[src/gqsi_pkg.sv]
// shared types, constants and tables for the quaternion strapdown integrator
// no dependencies; used by gqsi_ctrl, gqsi_datapath and the top level
package gqsi_pkg;

    localparam int RATE_WIDTH_DEF = 32;
    localparam int QUAT_WIDTH_DEF = 32;

    localparam logic [31:0] PERIOD_RESET = 32'd42949673;
    localparam logic signed [31:0] ONE_Q30 = 32'sh4000_0000;
    localparam logic [34:0] TWO_PI_Q32 = 35'd26986075408;
    localparam logic signed [35:0] PI_Q32 = 36'sd13493037704;
    localparam logic signed [35:0] HALF_PI_Q32 = 36'sd6746518852;
    localparam logic signed [33:0] CORDIC_GAIN = 34'sh026DD3B6A;
    localparam logic [5:0] CORDIC_STAGES = 6'd30;
    localparam logic [5:0] SQRT_STEPS = 6'd32;
    localparam logic [5:0] DIV_LAST = 6'd32;
    localparam logic [5:0] REDUCE_STEPS = 6'd5;

    typedef enum logic [3:0] {
        OP_GSQ,
        OP_SQRT,
        OP_ANGLE,
        OP_REDUCE,
        OP_CORDIC,
        OP_AXIS,
        OP_PSCALE,
        OP_QMUL,
        OP_RSQ,
        OP_RNORM
    } op_t;

    typedef struct packed {
        logic load;
        logic start;
        op_t  op;
        logic emit;
    } cmd_t;

    typedef struct packed {
        logic done;
        logic nrm_zero;
        logic out_free;
    } sts_t;

    // atan(2^-i) in q2.30
    function automatic logic [29:0] atan_q30(input logic [4:0] i);
        logic [29:0] v;
        unique case (i)
            5'd0:    v = 30'h3243F6A8;
            5'd1:    v = 30'h1DAC6705;
            5'd2:    v = 30'h0FADBAFC;
            5'd3:    v = 30'h07F56EA6;
            5'd4:    v = 30'h03FEAB76;
            5'd5:    v = 30'h01FFD55B;
            5'd6:    v = 30'h00FFFAAA;
            5'd7:    v = 30'h007FFF55;
            5'd8:    v = 30'h003FFFEA;
            5'd9:    v = 30'h001FFFFD;
            5'd10:   v = 30'h000FFFFF;
            5'd11:   v = 30'h0007FFFF;
            5'd12:   v = 30'h0003FFFF;
            5'd13:   v = 30'h0001FFFF;
            5'd14:   v = 30'h0000FFFF;
            5'd15:   v = 30'h00007FFF;
            5'd16:   v = 30'h00003FFF;
            5'd17:   v = 30'h00001FFF;
            5'd18:   v = 30'h00000FFF;
            5'd19:   v = 30'h000007FF;
            5'd20:   v = 30'h000003FF;
            5'd21:   v = 30'h000001FF;
            5'd22:   v = 30'h000000FF;
            5'd23:   v = 30'h0000007F;
            5'd24:   v = 30'h0000003F;
            5'd25:   v = 30'h0000001F;
            5'd26:   v = 30'h0000000F;
            5'd27:   v = 30'h00000008;
            5'd28:   v = 30'h00000004;
            5'd29:   v = 30'h00000002;
            default: v = 30'h00000000;
        endcase
        return v;
    endfunction

    // hamilton product: term k of component j subtracts
    function automatic logic qmul_neg(input logic [1:0] j, input logic [1:0] k);
        logic [3:0] m;
        unique case (j)
            2'd0:    m = 4'b1110;
            2'd1:    m = 4'b1000;
            2'd2:    m = 4'b0010;
            default: m = 4'b0100;
        endcase
        return m[k];
    endfunction

endpackage

[src/gqsi_ctrl.sv]
// sequencer for the quaternion strapdown integrator
// depends on gqsi_pkg; drives gqsi_datapath through cmd_t and sts_t
module gqsi_ctrl
    import gqsi_pkg::*;
(
    input  logic clk,
    input  logic rst_n,
    input  logic in_fire,
    output logic ready,
    output cmd_t cmd,
    input  sts_t sts
);

    typedef enum logic [12:0] {
        S_IDLE   = 13'b0000000000001,
        S_GSQ    = 13'b0000000000010,
        S_GSQRT  = 13'b0000000000100,
        S_ANGLE  = 13'b0000000001000,
        S_REDUCE = 13'b0000000010000,
        S_CORDIC = 13'b0000000100000,
        S_AXIS   = 13'b0000001000000,
        S_PSCALE = 13'b0000010000000,
        S_QMUL   = 13'b0000100000000,
        S_RSQ    = 13'b0001000000000,
        S_RSQRT  = 13'b0010000000000,
        S_RNORM  = 13'b0100000000000,
        S_EMIT   = 13'b1000000000000
    } state_t;

    state_t state_reg;
    state_t state_next;

    always_ff @(posedge clk or negedge rst_n)
    begin
        if (!rst_n)
        begin
            state_reg <= S_IDLE;
        end
        else
        begin
            state_reg <= state_next;
        end
    end

    always_comb
    begin
        state_next = state_reg;
        cmd.load   = 1'b0;
        cmd.start  = 1'b0;
        cmd.op     = OP_GSQ;
        cmd.emit   = 1'b0;
        unique case (state_reg)
            S_IDLE:
            begin
                if (in_fire)
                begin
                    cmd.load   = 1'b1;
                    cmd.start  = 1'b1;
                    cmd.op     = OP_GSQ;
                    state_next = S_GSQ;
                end
            end
            S_GSQ:
            begin
                if (sts.done)
                begin
                    cmd.start  = 1'b1;
                    cmd.op     = OP_SQRT;
                    state_next = S_GSQRT;
                end
            end
            S_GSQRT:
            begin
                if (sts.done)
                begin
                    if (sts.nrm_zero)
                    begin
                        state_next = S_EMIT;
                    end
                    else
                    begin
                        cmd.start  = 1'b1;
                        cmd.op     = OP_ANGLE;
                        state_next = S_ANGLE;
                    end
                end
            end
            S_ANGLE:
            begin
                if (sts.done)
                begin
                    cmd.start  = 1'b1;
                    cmd.op     = OP_REDUCE;
                    state_next = S_REDUCE;
                end
            end
            S_REDUCE:
            begin
                if (sts.done)
                begin
                    cmd.start  = 1'b1;
                    cmd.op     = OP_CORDIC;
                    state_next = S_CORDIC;
                end
            end
            S_CORDIC:
            begin
                if (sts.done)
                begin
                    cmd.start  = 1'b1;
                    cmd.op     = OP_AXIS;
                    state_next = S_AXIS;
                end
            end
            S_AXIS:
            begin
                if (sts.done)
                begin
                    cmd.start  = 1'b1;
                    cmd.op     = OP_PSCALE;
                    state_next = S_PSCALE;
                end
            end
            S_PSCALE:
            begin
                if (sts.done)
                begin
                    cmd.start  = 1'b1;
                    cmd.op     = OP_QMUL;
                    state_next = S_QMUL;
                end
            end
            S_QMUL:
            begin
                if (sts.done)
                begin
                    cmd.start  = 1'b1;
                    cmd.op     = OP_RSQ;
                    state_next = S_RSQ;
                end
            end
            S_RSQ:
            begin
                if (sts.done)
                begin
                    cmd.start  = 1'b1;
                    cmd.op     = OP_SQRT;
                    state_next = S_RSQRT;
                end
            end
            S_RSQRT:
            begin
                if (sts.done)
                begin
                    cmd.start  = 1'b1;
                    cmd.op     = OP_RNORM;
                    state_next = S_RNORM;
                end
            end
            S_RNORM:
            begin
                if (sts.done)
                begin
                    state_next = S_EMIT;
                end
            end
            S_EMIT:
            begin
                if (sts.out_free)
                begin
                    cmd.emit   = 1'b1;
                    state_next = S_IDLE;
                end
            end
            default:
            begin
                state_next = S_IDLE;
            end
        endcase
    end

    assign ready = (state_reg == S_IDLE);

endmodule

[config.mk]
export PLATFORM = sky130hd
export DESIGN_NAME = gqsi_ctrl
export DESIGN_NICKNAME = d
export VERILOG_FILES = /design/src/gqsi_pkg.sv /design/src/gqsi_ctrl.sv
export SDC_FILE = /design/constraint.sdc
export NUM_CORES = 1
export LEC_CHECK = 0
export BUFFER_PORTS_ARGS = -buffer_cell sky130_fd_sc_hd__buf_2
export CAP_MARGIN = 20
export CELL_PAD_IN_SITES_DETAIL_PLACEMENT = 1
export CELL_PAD_IN_SITES_GLOBAL_PLACEMENT = 1
export CORE_UTILIZATION = 30
export DETAILED_ROUTE_END_ITERATION = 12
export HOLD_SLACK_MARGIN = 0.06
export PLACE_DENSITY_LB_ADDON = 0.1
export SKIP_CTS_REPAIR_TIMING = 1
export SLEW_MARGIN = 5
export SYNTH_ARGS = -nofsm -noshare
export SYNTH_HDL_FRONTEND = slang
export SYNTH_SLANG_ARGS = --single-unit
export TNS_END_PERCENT = 1
[constraint.sdc]
create_clock -name clk -period 3.5 [get_ports clk]
set_input_delay 0.7 -clock clk [delete_from_list [all_inputs] [get_ports clk]]
set_output_delay 0.7 -clock clk [all_outputs]
set_load 0.01 [all_outputs]
==> results.sh <==
export IMPL_die_w_um=62.3
export IMPL_hpwl_mm=2.37
export IMPL_hold_viol_final=0
export IMPL_synth_top_area_frac=0.275
export IMPL_period_needed_ps=3400
export IMPL_whs_ps=287
export IMPL_post_drt_wl_per_cell_um=16.9
export IMPL_die_h_um=62.3
export IMPL_synth_area_leaders="dfrtp_1, mux2_4, nor2_1, xor2_1, nor3_1"
export IMPL_pwr_share_comb=0.574
export IMPL_tightest_slew_ps=490
export IMPL_clkSinkCount=13
export IMPL_fmax_ghz=0.294
export IMPL_synth_nets=132
export IMPL_cp_end_kind="output pin"
export IMPL_yosysWarnings=0
export IMPL_p_sw_uw=339
export IMPL_synth_ff_type="dfrtp_1"
export IMPL_antenna_found_initial=0
export IMPL_critPathMaxStageDelay_ps=560
export IMPL_drive_gt1_frac=0.305
export IMPL_r2r_end="state_reg[8]"
export IMPL_synth_edf_count=0
export IMPL_cp_top_family="simple AND/OR/NAND/NOR gates"
export IMPL_startpoint="state_reg[5]"
export IMPL_dr_pass1_iters=4
export IMPL_p_int_uw=398
export IMPL_overflow=0
export IMPL_final_nets=148
export IMPL_synth_seq_cells=13
export IMPL_ant_nets=0
export IMPL_swShare=0.460
export IMPL_area_growth_syn_to_layout_pct=15.5
export IMPL_rsz0062_at_grt="true"
export IMPL_slew_violations=0
export IMPL_ys_async_sr_fraction=1.00
export IMPL_h_tree_depth=1
export IMPL_required_ps=2800
export IMPL_path_max_fanout=5
export IMPL_final_cells=187
export IMPL_power_frac_seq=0.289
export IMPL_regArea_um2=328
export IMPL_cp_num_buf_inv=1
export IMPL_vias_per_cell=5.34
export IMPL_crit_arrival_ps=2700
export IMPL_tns_ps=0
export IMPL_grt_pass1_wl_mm=5.53
export IMPL_finalPower_uw=737
export IMPL_gp_congestion=0.825
export IMPL_p_leak_nw=0.598
export IMPL_initial_utilization=0.319
export IMPL_ys_types=37
export IMPL_yosysSeqAreaShare=0.299
export IMPL_clk_latency_ps=290
export IMPL_slowest_stage="or4_4"
export IMPL_slew_limit_headroom=0.669
export IMPL_cts_buffers=3
export IMPL_dp_cells=181
export IMPL_syn_area_um2=1090
export IMPL_cts_tree="yes"
export IMPL_drc=0
export IMPL_grt_max_degree=14
export IMPL_placement_io_buffers=13
export IMPL_hp_class="in2async"
export IMPL_grt_usage=0.179
export IMPL_fin_util=0.369
export IMPL_r2r_start="state_reg[1]"
export IMPL_grt_pass1_vias=1045
export IMPL_rows=21
export IMPL_postSynthAreaPerCell_um2=8.66
export IMPL_cellPowerDensity_nw_per_um2=585
export IMPL_n_antenna_cell=0
export IMPL_r2r_setup_slack_ps=910
export IMPL_drtIter0Drc=24
export IMPL_clock_path_buffers=2
export IMPL_status="complete, no violations"
export IMPL_yosys_area_top_type="dfrtp_1"
export IMPL_fin_crit_sh=0.971
export IMPL_multiInputGateArea_um2=696
export IMPL_critical_path_cell_chain="or4_4 -> or4_4 -> nor4b_4 -> o41ai_2 -> a211oi_1 -> buf_2"
export IMPL_clockRootBuffer="clkbuf_4"
export IMPL_fillers=437
export IMPL_crit_top_cell="or4_4"
export IMPL_path_class="reg2out"
export IMPL_maxCapViolations=0
export IMPL_syn_inst=126
export IMPL_largest_reg_flops=13
export IMPL_coreArea_um2=3420
export IMPL_clkTransAtPathRegs_ps=90
export IMPL_clkPwrFrac=0.137
export IMPL_dieArea_um2=3880
export IMPL_start_kind="flip-flop"
export IMPL_clock_skew_ps=6.87
export IMPL_routed_wirelength_mm=3.17
export IMPL_reg2regPathDepth=6
export IMPL_num_vias=998
export IMPL_setup_viol=0
export IMPL_vdd_ir_drop_max_mv=0.279
export IMPL_pin_count=14
metal layers:
layer,wire length (um),up-vias,track usage
met2,1440,18,0.282
met3,85,5,0.0423
li1,-,495,-
met5,0,-,0
met4,19,0,0.0174
met1,1630,480,0.256
worst max-delay path by stage:
stage	endpoint	slack [ps]	cells after the start
finish	cmd[3]	100	6
global route	cmd[1]	-30	7
CTS	cmd[3]	-50	6
detailed placement	cmd[3]	290	6
global placement	cmd[3]	380	6
floorplan	cmd[3]	400	6
placed cells by master (no fill, tap or decap), types with 5 or more instances in the layout:
master	instances
nor3_1	8
xor2_1	5
dfrtp_1	11
and3_1	5
nand2_1	6
mux2_4	5
nor4_1	6
o21ai_0	7
nor2_1	16
buf_2	13
buf_4	7
inv_1	9
per-stage QoR:
stage	instance area [um^2]	setup slack, ps
floorplan	1090	400
global placement	1200	380
detailed placement	1200	294
CTS	1230	-54.9
global route	1260	-27.1
finish	1260	101
cell families after synthesis:
family | synth area share
simple gates | 0.331
compound gates | 0.128
buf+inv | 0.0768
flops | 0.299
mux | 0.108
xor+xnor | 0.0562
area by class of cell:
type,count,area share
clock buffers,3,0.0179
clock inverters,1,0.00397
inverters,9,0.0268
multi-input cells,95,0.552
flip-flops and latches,13,0.260
well taps,46,0.0457
repair buffers,20,0.0933
cells in the mapped netlist, types with 2 or more instances:
master    instances
and3_1            5
and4_1            2
buf_6             2
clkbuf_1          6
dfrtp_1          12
inv_1             9
mux2_2            2
mux2_4            5
mux2i_1           2
nand2_1           6
nand3_1           3
nand4_1           3
nor2_1           16
nor3_1            8
nor4_1            6
nor4b_1           2
o21ai_0           8
o41ai_1           2
or4_1             2
or4_4             3
xnor2_1           2
xor2_1            5
power groups by stage:
stage          sequential, mW  combinational (mW)  clock [mW]
3_3_place_gp            0.213               0.416           0
2_1_floorplan           0.195               0.327           0
6_report                0.213               0.423       0.101
4_1_cts                 0.212               0.416       0.106
5_1_grt                 0.216               0.470       0.115
3_5_place_dp            0.215               0.415           0
Note: power is estimated with default switching activity, not from simulation.
